$ cat src/rtl/dtlv_pkg.sv
package dtlv_pkg;

	localparam int MAX_LEN_BYTES = 4;

	localparam int BYTE_W   = 8;
	localparam int LENGTH_W = 32;
	localparam int HDR_W    = 3;
	localparam int LEFT_W   = $clog2(MAX_LEN_BYTES + 1);

	localparam logic [7:0] LONG_FORM_BIT = 8'h80;
	localparam logic [7:0] COUNT_MASK    = 8'h7F;

	localparam logic [HDR_W-1:0] HDR_TAG_ONLY = HDR_W'(1);
	localparam logic [HDR_W-1:0] HDR_TAG_LEN  = HDR_W'(2);

	localparam logic STATUS_OK      = 1'b0;
	localparam logic STATUS_BAD_LEN = 1'b1;

	typedef enum logic [2:0] {
		PH_TAG  = 3'b001,
		PH_LEN  = 3'b010,
		PH_MORE = 3'b100
	} phase_t;

	typedef struct packed {
		logic [BYTE_W-1:0]   tag_value;
		logic [LENGTH_W-1:0] value_length;
		logic [HDR_W-1:0]    header_bytes;
		logic                status;
	} hdr_result_t;

endpackage

$ cat src/rtl/dtlv_byte_if.sv
interface dtlv_byte_if;
	logic                       valid;
	logic                       ready;
	logic [dtlv_pkg::BYTE_W-1:0] data_byte;

	modport source (output valid, output data_byte, input ready);
	modport sink   (input valid, input data_byte, output ready);
endinterface

$ cat src/rtl/dtlv_hdr_if.sv
interface dtlv_hdr_if;
	logic                         valid;
	logic                         ready;
	logic [dtlv_pkg::BYTE_W-1:0]   tag_value;
	logic [dtlv_pkg::LENGTH_W-1:0] value_length;
	logic [dtlv_pkg::HDR_W-1:0]    header_bytes;
	logic                         status;

	modport source (output valid, output tag_value, output value_length,
		output header_bytes, output status, input ready);
	modport sink   (input valid, input tag_value, input value_length,
		input header_bytes, input status, output ready);
endinterface

$ cat src/rtl/der_tlv_header_parser_unit.sv
// DER TLV header parser: one header byte per transaction.
// Path: an accepted byte is held in the input stage, then parsed into the parser
// state; its result, if any, is registered in the result register.
// Throughput: one byte per cycle, limited only by backpressure on the result side.
// Reset (arst_n low, asynchronous): both stages empty, parser expects a tag byte.
module der_tlv_header_parser_unit (
	input  logic       clk,
	input  logic       arst_n,
	dtlv_byte_if.sink  byte_in,
	dtlv_hdr_if.source hdr_out
);
	import dtlv_pkg::*;

	// input stage
	logic              valid_s1;
	logic [BYTE_W-1:0] byte_s1;

	// parser state
	phase_t              phase_q;
	logic [BYTE_W-1:0]   held_tag_q;
	logic [LENGTH_W-1:0] accum_q;
	logic [LEFT_W-1:0]   left_q;
	logic [HDR_W-1:0]    seen_q;

	// result register
	logic        out_valid_q;
	hdr_result_t out_q;

	logic out_free;
	logic advance;

	phase_t              phase_d;
	logic [BYTE_W-1:0]   held_tag_d;
	logic [LENGTH_W-1:0] accum_d;
	logic [LEFT_W-1:0]   left_d;
	logic [HDR_W-1:0]    seen_d;
	logic                emit;
	hdr_result_t         res;
	logic [6:0]          cnt;
	logic [LEFT_W-1:0]   left_dec;

	assign out_free     = !out_valid_q || hdr_out.ready;
	assign advance      = valid_s1 && out_free;
	assign byte_in.ready = !valid_s1 || out_free;

	assign cnt      = byte_s1[6:0] & COUNT_MASK[6:0];
	assign left_dec = (left_q != '0) ? left_q - LEFT_W'(1) : left_q;

	always_comb begin
		phase_d    = phase_q;
		held_tag_d = held_tag_q;
		accum_d    = accum_q;
		left_d     = left_q;
		seen_d     = seen_q;
		emit       = 1'b0;
		res.tag_value    = held_tag_q;
		res.value_length = '0;
		res.header_bytes = HDR_TAG_LEN;
		res.status       = STATUS_OK;
		case (phase_q)
			PH_LEN: begin
				seen_d = HDR_TAG_LEN;
				if ((byte_s1 & LONG_FORM_BIT) == '0) begin
					accum_d          = LENGTH_W'(byte_s1);
					res.value_length = LENGTH_W'(byte_s1);
					emit             = 1'b1;
				end else begin
					accum_d = '0;
					if (32'(cnt) > 32'(MAX_LEN_BYTES)) begin
						res.status = STATUS_BAD_LEN;
						emit       = 1'b1;
					end else if (cnt == '0) begin
						emit = 1'b1;
					end else begin
						left_d  = LEFT_W'(cnt);
						phase_d = PH_MORE;
					end
				end
			end
			PH_MORE: begin
				accum_d = {accum_q[LENGTH_W-BYTE_W-1:0], byte_s1};
				seen_d  = seen_q + HDR_W'(1);
				left_d  = left_dec;
				if (left_dec == '0) begin
					res.value_length = {accum_q[LENGTH_W-BYTE_W-1:0], byte_s1};
					res.header_bytes = seen_q + HDR_W'(1);
					emit             = 1'b1;
				end
			end
			default: begin
				held_tag_d = byte_s1;
				seen_d     = HDR_TAG_ONLY;
				accum_d    = '0;
				left_d     = '0;
				phase_d    = PH_LEN;
			end
		endcase
		if (emit) begin
			phase_d = PH_TAG;
			left_d  = '0;
		end
	end

	always_ff @(posedge clk or negedge arst_n) begin
		if (!arst_n) begin
			valid_s1 <= 1'b0;
		end else if (byte_in.ready) begin
			valid_s1 <= byte_in.valid;
		end
	end

	always_ff @(posedge clk) begin
		if (byte_in.valid && byte_in.ready) begin
			byte_s1 <= byte_in.data_byte;
		end
	end

	always_ff @(posedge clk or negedge arst_n) begin
		if (!arst_n) begin
			phase_q    <= PH_TAG;
			held_tag_q <= '0;
			accum_q    <= '0;
			left_q     <= '0;
			seen_q     <= '0;
		end else if (advance) begin
			phase_q    <= phase_d;
			held_tag_q <= held_tag_d;
			accum_q    <= accum_d;
			left_q     <= left_d;
			seen_q     <= seen_d;
		end
	end

	always_ff @(posedge clk or negedge arst_n) begin
		if (!arst_n) begin
			out_valid_q <= 1'b0;
		end else if (out_free) begin
			out_valid_q <= advance && emit;
		end
	end

	always_ff @(posedge clk) begin
		if (advance && emit) begin
			out_q <= res;
		end
	end

	assign hdr_out.valid        = out_valid_q;
	assign hdr_out.tag_value    = out_q.tag_value;
	assign hdr_out.value_length = out_q.value_length;
	assign hdr_out.header_bytes = out_q.header_bytes;
	assign hdr_out.status       = out_q.status;

endmodule
$ cat src/flat_wrapper.sv
// flat-port wrapper written by rule: the top's interface ports become plain ports
module der_tlv_header_parser_unit_flat import dtlv_pkg::*;
  (clk, arst_n, byte_in_valid, byte_in_data_byte, byte_in_ready, hdr_out_valid, hdr_out_tag_value, hdr_out_value_length, hdr_out_header_bytes, hdr_out_status, hdr_out_ready);
  dtlv_byte_if byte_in_i ();
  dtlv_hdr_if hdr_out_i ();
  input  logic clk;
  input  logic arst_n;
  input wire logic [$bits(byte_in_i.valid)-1:0] byte_in_valid;
  input wire logic [$bits(byte_in_i.data_byte)-1:0] byte_in_data_byte;
  output wire logic [$bits(byte_in_i.ready)-1:0] byte_in_ready;
  output wire logic [$bits(hdr_out_i.valid)-1:0] hdr_out_valid;
  output wire logic [$bits(hdr_out_i.tag_value)-1:0] hdr_out_tag_value;
  output wire logic [$bits(hdr_out_i.value_length)-1:0] hdr_out_value_length;
  output wire logic [$bits(hdr_out_i.header_bytes)-1:0] hdr_out_header_bytes;
  output wire logic [$bits(hdr_out_i.status)-1:0] hdr_out_status;
  input wire logic [$bits(hdr_out_i.ready)-1:0] hdr_out_ready;
  assign byte_in_i.valid = byte_in_valid;
  assign byte_in_i.data_byte = byte_in_data_byte;
  assign byte_in_ready = byte_in_i.ready;
  assign hdr_out_valid = hdr_out_i.valid;
  assign hdr_out_tag_value = hdr_out_i.tag_value;
  assign hdr_out_value_length = hdr_out_i.value_length;
  assign hdr_out_header_bytes = hdr_out_i.header_bytes;
  assign hdr_out_status = hdr_out_i.status;
  assign hdr_out_i.ready = hdr_out_ready;
  der_tlv_header_parser_unit u_core (.clk(clk), .arst_n(arst_n), .byte_in(byte_in_i), .hdr_out(hdr_out_i));
endmodule
$ cat config.mk
export PLATFORM = sky130hd
export DESIGN_NAME = der_tlv_header_parser_unit_flat
export DESIGN_NICKNAME = d
export VERILOG_FILES = /design/src/rtl/dtlv_pkg.sv /design/src/rtl/dtlv_byte_if.sv /design/src/rtl/dtlv_hdr_if.sv /design/src/rtl/der_tlv_header_parser_unit.sv /design/src/flat_wrapper.sv
export SDC_FILE = /design/constraint.sdc
export NUM_CORES = 1
export LEC_CHECK = 0
export BUFFER_PORTS_ARGS = -buffer_cell sky130_fd_sc_hd__clkbuf_2
export CAP_MARGIN = 20
export CORE_MARGIN = 2
export CORE_UTILIZATION = 30
export DETAILED_ROUTE_END_ITERATION = 7
export GPL_TIMING_DRIVEN = 0
export PLACE_DENSITY = 0.59
export SETUP_SLACK_MARGIN = 0.5
export SLEW_MARGIN = 20
export SYNTH_ARGS = -nofsm -noshare
export SYNTH_HDL_FRONTEND = slang
export SYNTH_SLANG_ARGS = --single-unit
$ cat constraint.sdc
create_clock -name clk -period 5.2 [get_ports clk]
set_input_delay 0.52 -clock clk [delete_from_list [all_inputs] [get_ports clk]]
set_output_delay 0.52 -clock clk [all_outputs]
set_load 0.005 [all_outputs]
==> metrics.md, run 1 <==
| Metric | Value |
|---|---|
| Status | `finished, final reports clean` |
| Die Y | `around 110 um` |
| Setup violations, final | `0` |
| Post-synth EDFFs | `52` |
| Worst path most repeated cell | `ha_1` |
| CP Cell Sequence | `inv_1 -> ha_1 -> ha_1 -> nand2b_1 -> a2111oi_4 -> buf_6 -> a21oi_1 -> nor2_4 -> buf_16` |
| Worst Reg-to-Reg Cells | `9` |
| # fillers | `roughly 1200` |
| Complex-gate fraction of the synthesized area | `between 10% and 20%` |
| Top cell type's share of synthesized area | `between 40% and 50%` |
| Adder-Cell Fraction of Synth Area | `under 10%` |
| Root Driver | `clkbuf_16` |
| Mapped Cells | `240` |
| Yosys top cell by area | `edfxtp_1` |
| Largest family of logic cells by synthesized area | `compound AO/OA/AOI/OAI gates` |
| Global router's overall resource usage | `a little under an eighth` |
| TritonCTS Buffers | `9` |
| PD cells | `approximately 500 mW/mm^2` |
| Startpoint Class | `flop` |
| RePlAce Congestion | `between 0.7 and 0.8` |
| Initial DRC Count | `between 150 and 200` |
| H-Tree Depth | `3` |
| Worst r2r dst | `u_core.hdr_out.tag_value[3]` |
| First-pass GRT wire length | `about 11000 um` |
| IO buf count | `57` |
| Top FF cell, synth | `edfxtp_1` |
| P_sw | `~610 uW` |
| Fin nets | `roughly 330` |
| Top cells by area, synth | `edfxtp_1 (42%), dfrtp_1 (29%), a22o_1 (6.2%), and2_1 (4.6%), mux2_2 (2.4%)` |
| Critical Path End Type | `flop` |
| Synth Register Bits | `95` |
| Critical path buffer and inverter count | `3` |
| WP data arrival | `between 3 and 4 ns` |
| CTS Hold Buffers Added | `0` |
| Die width | `115 um` |
| Type of the worst setup path | `flop to flop` |
| RSZ-0062 raised after global routing | `no` |
| Post-Synth XOR/XNOR Area | `0.476%` |
| Post-synth cell types | `38` |
| Sw Share | `a little over a quarter` |
| Clock power frac | `approximately a third` |
| Full die area | `roughly 0.013 sq mm` |
| IO Count | `58` |
| LEAKAGE | `~1.9 nW` |
| CTS tree | `yes` |
| Fin. max-slew vios | `0` |
| Post-DRT Antenna Nets | `0` |
| Vias in the first global route | `2134` |
| R2r startpoint | `u_core.left_q[0]` |
| Starting Density | `a little under a third` |
| Site row count | `40` |
| Via Count | `2110` |
| FF-to-FF setup slack | `roughly 2.2 ns` |
| Gate power share | `20.0%` |
| CP max FO | `23` |
| Slowest cell on crit path | `nor2_4` |
| Dpl hpwl | `a little under 5000 um` |
| Slew Limit Headroom | `~55%` |
| Hold Path Class | `input pin to asynchronous set/reset pin` |
| Via density per instance | `4.58` |
| Yosys Warn Count | `0` |
| Setup Skew | `0.00744 ns` |
| Sequential area share after synthesis | `between 70% and 80%` |
| Sequential share of power | `between 40% and 50%` |
| Fraction of registers with async set/reset | `between 40% and 50%` |
| Syn nets | `roughly 260` |
| Final Cycle Share | `between 50 and 60%` |
| Share of layout cells above drive strength 1 | `between 20 and 30%` |
| CTS resizes | `0` |
| CTS clk-pin slew, worst paths | `0.06 ns` |
| Antenna violations before repair | `0` |
| Worst-margin pin slew | `between 0.6 and 0.7 ns` |
| Core Region | `approximately 0.012 sq mm` |
| Largest net degree at the start of global routing | `44` |
| FMAX | `approximately 0.33 GHz` |
| Fin crit period | `around 3.0 ns` |
| Power Total | `between 2 and 2.5 mW` |
| Post-Synth Simple-Gate Area | `10.6%` |
| Average cell area after synthesis | `15.3 sq um` |
| Final Hold Violating Endpoints | `0` |
| N_diodes | `0` |
| Clk sinks | `between 90 and 100` |
| Routed WL | `about 7100 um` |
| Mux cell area share after synthesis | `2.45%` |
| Cell-internal power | `between 1.5 and 2 mW` |
| DRC | `0` |
| Syn-to-layout area delta | `23.0%` |
| Max_cap viols | `0` |
| Synthesized cell area | `approximately 0.0037 sq mm` |
| Gr ovfl total | `0` |
| Post-CTS Setup Inserts | `0` |
| Clk buf depth | `2` |
| Slowest stage delay, CP | `~0.58 ns` |
| Peak VDD IR | `roughly 290 uV` |
| Setup TNS | `0 ns` |
| Drt first pass iters | `4` |
| Worst EP required | `roughly 5.2 ns` |
| Latest clock arrival within the worst-skew pair | `between 0.3 and 0.4 ns` |
| Wire per inst | `approximately 15 um` |
| Top Family by Delay on Critical Path | `simple AND/OR/NAND/NOR gates` |
-- placed cells by master, fill, tap and decap left out, drive strengths merged, types with 4 or more instances in the layout --
cell / netlist / layout
mux2: 8 / 8
buf: 6 / 8
and2: 27 / 27
edfxtp: 52 / 52
nand2: 11 / 11
clkbuf: 5 / 71
ha: 4 / 4
a21oi: 7 / 7
a22o: 26 / 26
dfrtp: 42 / 42
inv: 7 / 7
nand2b: 5 / 5
o21ai: 6 / 6
nor2: 4 / 4
nor2b: 8 / 8
-- final cells by class --
type / count / area [sq um] / share of cell area [%]
inverter: 7 / 26.3 / 0.581
tap: 147 / 184 / 4.07
clock buffer: 10 / 229 / 5.06
sequential: 95 / 2640 / 58.4
buffer: 11 / 73.8 / 1.63
timing repair buffer: 58 / 315 / 6.97
multi-input combinational: 127 / 946 / 20.9
clock inverter: 6 / 109 / 2.41
-- power by group through the flow --
| stage | Clock [mW] | Combinational [mW] | Sequential (mW) |
|---|---|---|---|
| after floorplan | 0 | 0.264 | 1.08 |
| after detailed placement | 0 | 0.458 | 1.09 |
| after global placement | 0 | 0.424 | 1.10 |
| after global routing | 0.788 | 0.506 | 1.09 |
| final | 0.737 | 0.452 | 1.07 |
| after CTS | 0.753 | 0.461 | 1.08 |
-- per-stage QoR --
stage / std cells / cell area, sq um / hold WS [ns] / setup WS (ns) / util [%]
4_1_cts: 461 / 4520 / 0.346 / 2.17 / 37.6
3_5_place_dp: 445 / 4180 / 0.430 / 2.21 / 34.8
6_report: 461 / 4520 / 0.169 / 2.19 / 37.6
2_1_floorplan: 240 / 3680 / 0.224 / 1.20 / -
5_1_grt: 461 / 4520 / 0.211 / 1.99 / 37.6
3_3_place_gp: 444 / 4150 / 0.427 / 0.247 / 34.5
-- layer usage --
metal  global-route usage (%)  routed length, um  up-vias
met3                     4.34                423        8
met5                        0                  0        -
met4                     3.13                 91        0
met2                     16.9               3160       58
li1                         -                  -     1019
met1                     15.6               3380     1025
-- state kept, by name, summed over array words and instances, names as in the netlist --
register	flops
u_core.seen_q	3
u_core.hdr_out.status	1
u_core.hdr_out.value_length	32
u_core.valid_s1	1
u_core.hdr_out.tag_value	8
u_core.accum_q	24
u_core.held_tag_q	8
u_core.hdr_out.valid	1
u_core.byte_s1	8
u_core.hdr_out.header_bytes	3
u_core.phase_q	3
u_core.left_q	3
-- cell families (layout without fill, tap and decap cells) --
logic type	after synthesis	in the layout
buffers and inverters	18	92
muxes	8	8
DFF	95	95
adders and majority gates	4	4
xor gates and xnor gates	2	2
and+or+nand+nor	65	65
AOI/OAI and AO/OA	48	48
-- synthesized netlist by cell type, types with 2 or more instances --
cell	n
a22o_1	26
o21ai_1	2
o21ai_0	4
nor2_1	4
a21oi_1	6
buf_6	4
buf_2	2
edfxtp_1	52
and2_1	27
nand2_1	11
clkbuf_1	5
ha_1	4
nand2b_1	5
nor2b_1	8
or3_1	2
dfrtp_1	42
a31o_1	2
inv_1	7
mux2_2	8
-- worst max-delay path by stage --
| stage | startpoint | end | slack (ns) | depth (start not counted) |
|---|---|---|---|---|
| floorplan | u_core.left_q[0] | u_core.hdr_out.header_bytes[0] | 1.20 | 8 |
| global placement | u_core.left_q[0] | u_core.hdr_out.value_length[21] | 0.25 | 8 |
| detailed placement | u_core.left_q[0] | u_core.hdr_out.value_length[21] | 2.21 | 9 |
| CTS | u_core.left_q[0] | u_core.hdr_out.tag_value[3] | 2.17 | 9 |
| global route | u_core.left_q[0] | u_core.hdr_out.tag_value[5] | 1.99 | 9 |
| finish | u_core.left_q[0] | u_core.hdr_out.tag_value[3] | 2.19 | 9 |
Note: power is estimated with default switching activity, not from simulation.
==> inputs of run 2 (changes only) <==
ABC_AREA = 1   (was not set)
PLACE_DENSITY = 0.58   (was 0.59)
clock period = 3 ns   (was 5.2 ns; I/O delays follow)
==> run 2 against run 1 <==
Count of clock-buffer cells in the layout rose by 1. Synthesized area rose by 7.1%. Global-route usage rose by 0.079 points. Clock skew barely moved. Total power rose by 83%. Critical path depth rose by 4. Synthesized cell count rose by 31%. First-iteration DRC count rose by 1.3%.
==> metrics.md, run 2 <==
| Metric | Value |
|---|---|
| Status | `finished, final reports clean` |
| Most frequent cells in the layout | `clkbuf_2 (57), edfxtp_1 (52), inv_1 (44), nand2_1 (44), dfrtp_1 (42)` |
| Startpoint Class | `flop` |
| Root Driver | `clkbuf_16` |
| Starting Density | `roughly 31%` |
| Worst hold slack | `around 0.14 ns` |
| Non-filler cells, final | `569` |
| Clk buf depth | `2` |
| Post-DRT Antenna Nets | `0` |
| Hold endpoint | `u_core.byte_s1[0]` |
| Dpl hpwl | `~5300 um` |
| Top Family by Delay on Critical Path | `simple AND/OR/NAND/NOR gates` |
| Worst r2r dst | `u_core.hdr_out.value_length[3]` |
| Post-Synth Simple-Gate Area | `between 10% and 20%` |
| Mapped Cells | `approximately 310` |
| Critical path buffer and inverter count | `4` |
| Hold path startpoint | `byte_in_data_byte[0]` |
| Vias in the first global route | `2436` |
| RePlAce Congestion | `0.832` |
| Inst Count DP | `about 540` |
| Final Hold Violating Endpoints | `0` |
| Worst EP required | `3.04 ns` |
| Final Cycle Share | `about three quarters` |
| Max FFs per register | `32` |
| CTS tree | `yes` |
| Drt first pass iters | `4` |
| Complex-gate fraction of the synthesized area | `approximately 7.3%` |
| Wire per inst | `~14 um` |
| Top cell type's share of synthesized area | `39.6%` |
| CTS clk-pin slew, worst paths | `roughly 0.060 ns` |
| Share of layout cells above drive strength 1 | `approximately a third` |
| RSZ-0062 raised after global routing | `no` |
| R2r startpoint | `u_core.left_q[0]` |
| Multi-input logic area | `0.00103 sq mm` |
| Fin nets | `408` |
| Setup Skew | `0.00696 ns` |
| Most frequent cell after synthesis | `edfxtp_1` |
| Syn nets | `330` |
| Final WS setup | `between 0.7 and 0.8 ns` |
| Type of the worst setup path | `flop to flop` |
| Antenna violations before repair | `0` |
| Largest family of logic cells by synthesized area | `simple AND/OR/NAND/NOR gates` |
| Max_cap viols | `0` |
| Slew Limit Headroom | `around 67%` |
| Pre-CTS setup slack | `roughly 0.064 ns` |
| Site row count | `41` |
| Worst-margin pin slew | `a little under 0.5 ns` |
| First-pass GRT wire length | `between 10000 and 15000 um` |
| Synth Register Bits | `95` |
| Fraction of registers with async set/reset | `45.3%` |
| Top FF cell, synth | `edfxtp_1` |
| Yosys top cell by area | `edfxtp_1` |
| Fin. max-slew vios | `0` |
| Die Y | `around 120 um` |
| Fin crit period | `approximately 2.3 ns` |
| Core Region | `0.0127 sq mm` |
| IO buf count | `57` |
| Worst path most repeated cell | `nand2_1` |
| Commonest non-fill, non-tap cell in the layout | `clkbuf_2` |
| Average cell area after synthesis | `12.5 sq um` |
| Post-Synth XOR/XNOR Area | `0.222%` |
| WP data arrival | `between 2 and 2.5 ns` |
| Latest clock arrival within the worst-skew pair | `0.34 ns` |
| Global router's overall resource usage | `between 10% and 20%` |
| N_diodes | `0` |
| H-Tree Depth | `3` |
| # fillers | `1282` |
| Setup TNS | `0 ns` |
| Setup violations, final | `0` |
| Full die area | `0.0141 sq mm` |
| Adder-Cell Fraction of Synth Area | `under 10%` |
| Syn-to-layout area delta | `23.3%` |
| Slowest stage delay, CP | `0.36 ns` |
| Hold Path Class | `input pin to flop` |
| Top cells by area, synth | `edfxtp_1 (40%), dfrtp_1 (27%), nor2_4 (6.0%), inv_1 (4.3%), nand2_1 (4.3%)` |
| FF-to-FF setup slack | `around 0.75 ns` |
| CP max FO | `11` |
| LEAKAGE | `between 1.5 and 2 nW` |
| TritonCTS Buffers | `9` |
| Register area | `between 0.002 and 0.003 sq mm` |
| Via Count | `2464` |
| Sequential area share after synthesis | `approximately 67%` |
| Post-synth cell types | `29` |
| Post-synth EDFFs | `52` |
| Die width | `between 100 and 150 um` |
| Critical Path End Type | `flop` |
| Initial DRC Count | `about 160` |
| CP Cell Sequence | `inv_1 -> ha_1 -> ha_1 -> inv_1 -> nand2_1 -> nand2_1 -> nand2_2 -> nor2_4 -> nor2_2 -> nand2_1 -> nand2_4 -> clkinvlp_4 -> buf_4` |
| Gr ovfl total | `0` |
| Synthesized cell area | `approximately 0.0039 sq mm` |
| Worst Reg-to-Reg Cells | `13` |
| DRC | `0` |
| Clk sinks | `95` |
| Slowest cell on crit path | `dfrtp_1` |
| PD cells | `roughly 850 mW/mm^2` |
| Hold Path Stages | `1` |
| IO Count | `58` |
| Largest net degree at the start of global routing | `29` |
| FMAX | `0.444 GHz` |
| Routed WL | `roughly 7800 um` |
| Top cells by count, synth | `edfxtp_1 (52), inv_1 (45), nand2_1 (45)` |
| Via density per instance | `about 4.3` |
| Yosys Warn Count | `0` |
| Peak VDD IR | `between 300 and 400 uV` |
| Mux cell area share after synthesis | `0%` |
[run 2: cell types whose count changed in the layout (fill, tap and decap cells not counted), moves of 6 or more]
cell     delta
o22ai_1    +18
mux2_2      -8
nor2b_1     -8
and2_1     -27
inv_1      +37
nor3_2      +7
a21oi_1     -6
nor2_4     +20
a22o_1     -26
nor2_1     +12
nand2_1    +33
o21ai_2     +8
nand3_1    +11
o21ai_0     +8
[run 2: area by class of cell]
| class | instances | share of cell area [%] |
|---|---|---|
| well taps | 172 | 4.43 |
| repair buffers | 64 | 7.34 |
| clock buffers | 11 | 4.79 |
| multi-input cells | 162 | 21.2 |
| flip-flops and latches | 95 | 54.3 |
| plain buffers | 9 | 1.91 |
| repair inverters | 3 | 0.464 |
| clock inverters | 5 | 1.67 |
| inverters | 48 | 3.89 |
[run 2: metal layers]
metal | global-route usage, % | wire length (um) | vias to the layer above
li1 | - | - | 1206
met5 | 0 | 0 | -
met1 | 14.5 | 3470 | 1185
met2 | 18.4 | 3820 | 62
met4 | 4.61 | 133 | 0
met3 | 3.23 | 336 | 11
[run 2: worst max-delay path by stage]
stage,from,endpoint,cells past startpoint
5_1_grt,u_core.left_q[0],u_core.hdr_out.value_length[6],13
2_1_floorplan,u_core.left_q[0],u_core.hdr_out.header_bytes[0],12
3_3_place_gp,u_core.left_q[1],u_core.hdr_out.value_length[7],12
3_5_place_dp,u_core.left_q[1],u_core.hdr_out.value_length[21],12
6_report,u_core.left_q[0],u_core.hdr_out.value_length[3],13
4_1_cts,u_core.left_q[1],u_core.hdr_out.tag_value[7],12
[run 2: what timing repair did]
action,4_1_cts,5_1_grt
setup endpoints to repair,44,44
hold buffers,1,0
endpoints found under the hold margin,15,0
resized for setup,1,5
gates cloned,1,2
setup buffers,0,5
[run 2: cells by family (layout without fill, tap and decap cells)]
logic type      after synthesis  count (layout)
compound gates               44              44
xor+xnor                      1               1
fa+ha+maj                     4               4
buf+inv                      57             140
flops                        95              95
simple gates                113             113
[run 2: per-stage QoR]
stage / cell area, sq um / util, % / power, mW
after global placement: 4440 / 34.9 / 2.86
after floorplan: 3940 / - / 2.52
after detailed placement: 4460 / 35.1 / 2.89
after global routing: 4860 / 38.2 / 4.40
final: 4860 / 38.2 / 4.14
after CTS: 4790 / 37.7 / 4.12
[run 2: report_power, final]
| group | switching [mW] | leakage (nW) | internal [mW] | total (mW) |
|---|---|---|---|---|
| sequential | 0.125 | 1.06 | 1.74 | 1.87 |
| clock | 0.467 | 0.150 | 0.732 | 1.20 |
| combinational | 0.699 | 0.744 | 0.375 | 1.07 |
==> inputs of run 3 (changes only) <==
ABC_AREA = 0   (was 1)
PLACE_DENSITY = 0.59   (was 0.58)
clock period = 2.1 ns   (was 3 ns; I/O delays follow)
==> run 3 against run 2 <==
Largest power group unchanged. Highest routed layer unchanged. Combinational power up 100%. Count of clock-buffer cells in the layout down 1. Sequential share of layout area down 4.1 points. First-iteration DRC count down 21%. Sequential power up 44%. Final area up 8.3%. The flow now finishes with violations (setup timing). Clock power up 33%. Critical path type unchanged. Critical endpoint is now u_core.hdr_out.tag_value[3].
==> metrics.md, run 3 (synthesis results as in run 1) <==
| Metric | Value |
|---|---|
| Fin. max-slew vios | `0` |
| Failing checks | `setup timing` |
| Die width | `approximately 110 um` |
| Most used routing layer | `met2` |
| Sequential share of power | `a little over two fifths` |
| M1 GR Usage | `17.0%` |
| First-pass GRT wire length | `about 13000 um` |
| Status | `finished, violations left` |
| TritonCTS Buffers | `9` |
| Slew Limit Headroom | `slightly above 60%` |
| Startpoint Class | `flop` |
| Root Driver | `clkbuf_16` |
| Multi-input logic area | `0.00121 sq mm` |
| Via density per instance | `approximately 4.7` |
| Core Region | `0.0120 sq mm` |
| Peak VDD IR | `584 uV` |
| Max FFs per register | `32` |
| Max_cap viols | `0` |
| Dpl hpwl | `between 4000 and 5000 um` |
| RSZ-0062 raised after global routing | `yes` |
| Die Y | `roughly 110 um` |
| Post-DRT Antenna Nets | `0` |
| DRC | `0` |
| RePlAce Congestion | `around 0.77` |
| Clock power frac | `roughly 25%` |
| Initial DRC Count | `roughly 130` |
| Largest net degree at the start of global routing | `44` |
| Worst EP required | `2.15 ns` |
| Full die area | `0.0132 sq mm` |
| PD cells | `1230 mW/mm^2` |
| Setup violations, final | `44` |
| Wire per inst | `roughly 17 um` |
| CTS clk-pin slew, worst paths | `~0.07 ns` |
| H-Tree Depth | `3` |
| Fin crit period | `between 2 and 2.5 ns` |
| N_diodes | `0` |
| Antenna violations before repair | `0` |
| Hold Path Class | `input pin to flop` |
| Final WS setup | `-0.133 ns` |
| Met3 usage | `under 10%` |
| Via Count | `2359` |
| Syn-to-layout area delta | `43.0%` |
| Clk buf depth | `2` |
| IO buf count | `57` |
| Gr ovfl total | `0` |
| Register area | `between 0.002 and 0.003 sq mm` |
| Share of layout cells above drive strength 1 | `between 50% and 60%` |
| FMAX | `approximately 0.45 GHz` |
| Setup Skew | `0.0101 ns` |
| Sw Share | `29.1%` |
| Final Hold Violating Endpoints | `0` |
| Vias in the first global route | `between 2000 and 2500` |
| Final core occ | `around 44%` |
| Critical Path End Type | `flop` |
| P_sw | `1.89 mW` |
| Final Cycle Share | `106%` |
| CP max FO | `11` |
| Global router's overall resource usage | `about an eighth` |
| Final instance area | `approximately 0.0053 sq mm` |
| CTS tree | `yes` |
| # fillers | `about 1100` |
| Latest clock arrival within the worst-skew pair | `0.34 ns` |
| Type of the worst setup path | `flop to flop` |
| LEAKAGE | `2.29 nW` |
| Cell-internal power | `~4.6 mW` |
| Site row count | `40` |
| Starting Density | `30.6%` |
| Gate power share | `between 30% and 40%` |
| Clk sinks | `95` |
| Commonest non-fill, non-tap cell in the layout | `clkbuf_2` |
| M2 GR Usage | `roughly 20%` |
| Worst-margin pin slew | `0.569 ns` |
| IO Count | `between 50 and 60` |
| Most frequent cells in the layout | `clkbuf_2 (58), edfxtp_1 (52), dfrtp_1 (42), and2_4 (26), a22o_1 (26)` |
| Area after DPL | `between 0.004 and 0.005 sq mm` |
| Drt first pass iters | `5` |
| Routed WL | `around 8600 um` |
| Fin nets | `365` |
| WP data arrival | `approximately 2.3 ns` |
==> run 3: worst max-delay path: stages, from the launching register on <==
cell and delay, ns:
dfrtp_1 0.37, inv_2 0.06, ha_4 0.16, ha_4 0.18, nand2b_4 0.15, a2111oi_4 0.34
buf_6 0.16, a21oi_4 0.06, nor2_4 0.18, buf_6 0.15, buf_16 0.14
==> run 3: area by class of cell <==
class,count,area share (%)
multi-input cells,128,23.0
flip-flops and latches,95,50.2
clock buffers,10,4.35
inverters,7,0.500
clock inverters,6,1.17
plain buffers,11,2.33
repair buffers,97,14.9
well taps,147,3.50
==> run 3: power groups by stage <==
| stage | Sequential, mW | Combinational [mW] | Clock (mW) |
|---|---|---|---|
| 2_1_floorplan | 2.68 | 0.769 | 0 |
| 3_3_place_gp | 2.70 | 1.18 | 0 |
| 3_5_place_dp | 2.71 | 1.25 | 0 |
| 4_1_cts | 2.68 | 1.86 | 1.63 |
| 5_1_grt | 2.73 | 2.33 | 1.71 |
| 6_report | 2.69 | 2.18 | 1.60 |
==> run 3: metrics by stage <==
step                TNS (ns)  power [mW]  std cells  hold WS (ns)  worst slack (ns)
floorplan             -23.97        3.45        240       -0.0856            -0.545
global placement      -41.41        3.88        444         0.389            -0.941
detailed placement    -28.87        3.96        445         0.389            -0.737
CTS                    -3.79        6.17        486        0.0345            -0.111
global route           -6.86        6.77        501        0.0297            -0.205
finish                 -4.03        6.47        501        0.0404            -0.133
==> run 3: worst paths after layout <==
check	startpoint	to	slack (ns)	cells after the start
setup / recovery	u_core.left_q[0]	u_core.hdr_out.tag_value[3]	-0.13	10
hold / removal	byte_in_data_byte[1]	u_core.byte_s1[1]	0.04	1
setup reg to reg	u_core.left_q[0]	u_core.hdr_out.tag_value[3]	-0.13	10
hold reg to reg	u_core.held_tag_q[7]	u_core.hdr_out.tag_value[7]	0.46	0
max in group asynchronous	arst_n	u_core.accum_q[15]	1.30	2
min in group asynchronous	arst_n	u_core.left_q[2]	0.41	2
==> run 3: timing repair <==
item	CTS	global route
hold buffers	0	1
setup endpoints to repair	121	130
endpoints found under the hold margin	0	42
resized for setup	47	55
cloned	4	4
pin swaps	8	10
buffers inserted	21	10
==> run 3: metal layers <==
layer | vias up | wire length [um]
met5 | - | 0
met4 | 0 | 97
met3 | 10 | 385
met2 | 72 | 4230
met1 | 1181 | 3890
li1 | 1096 | -
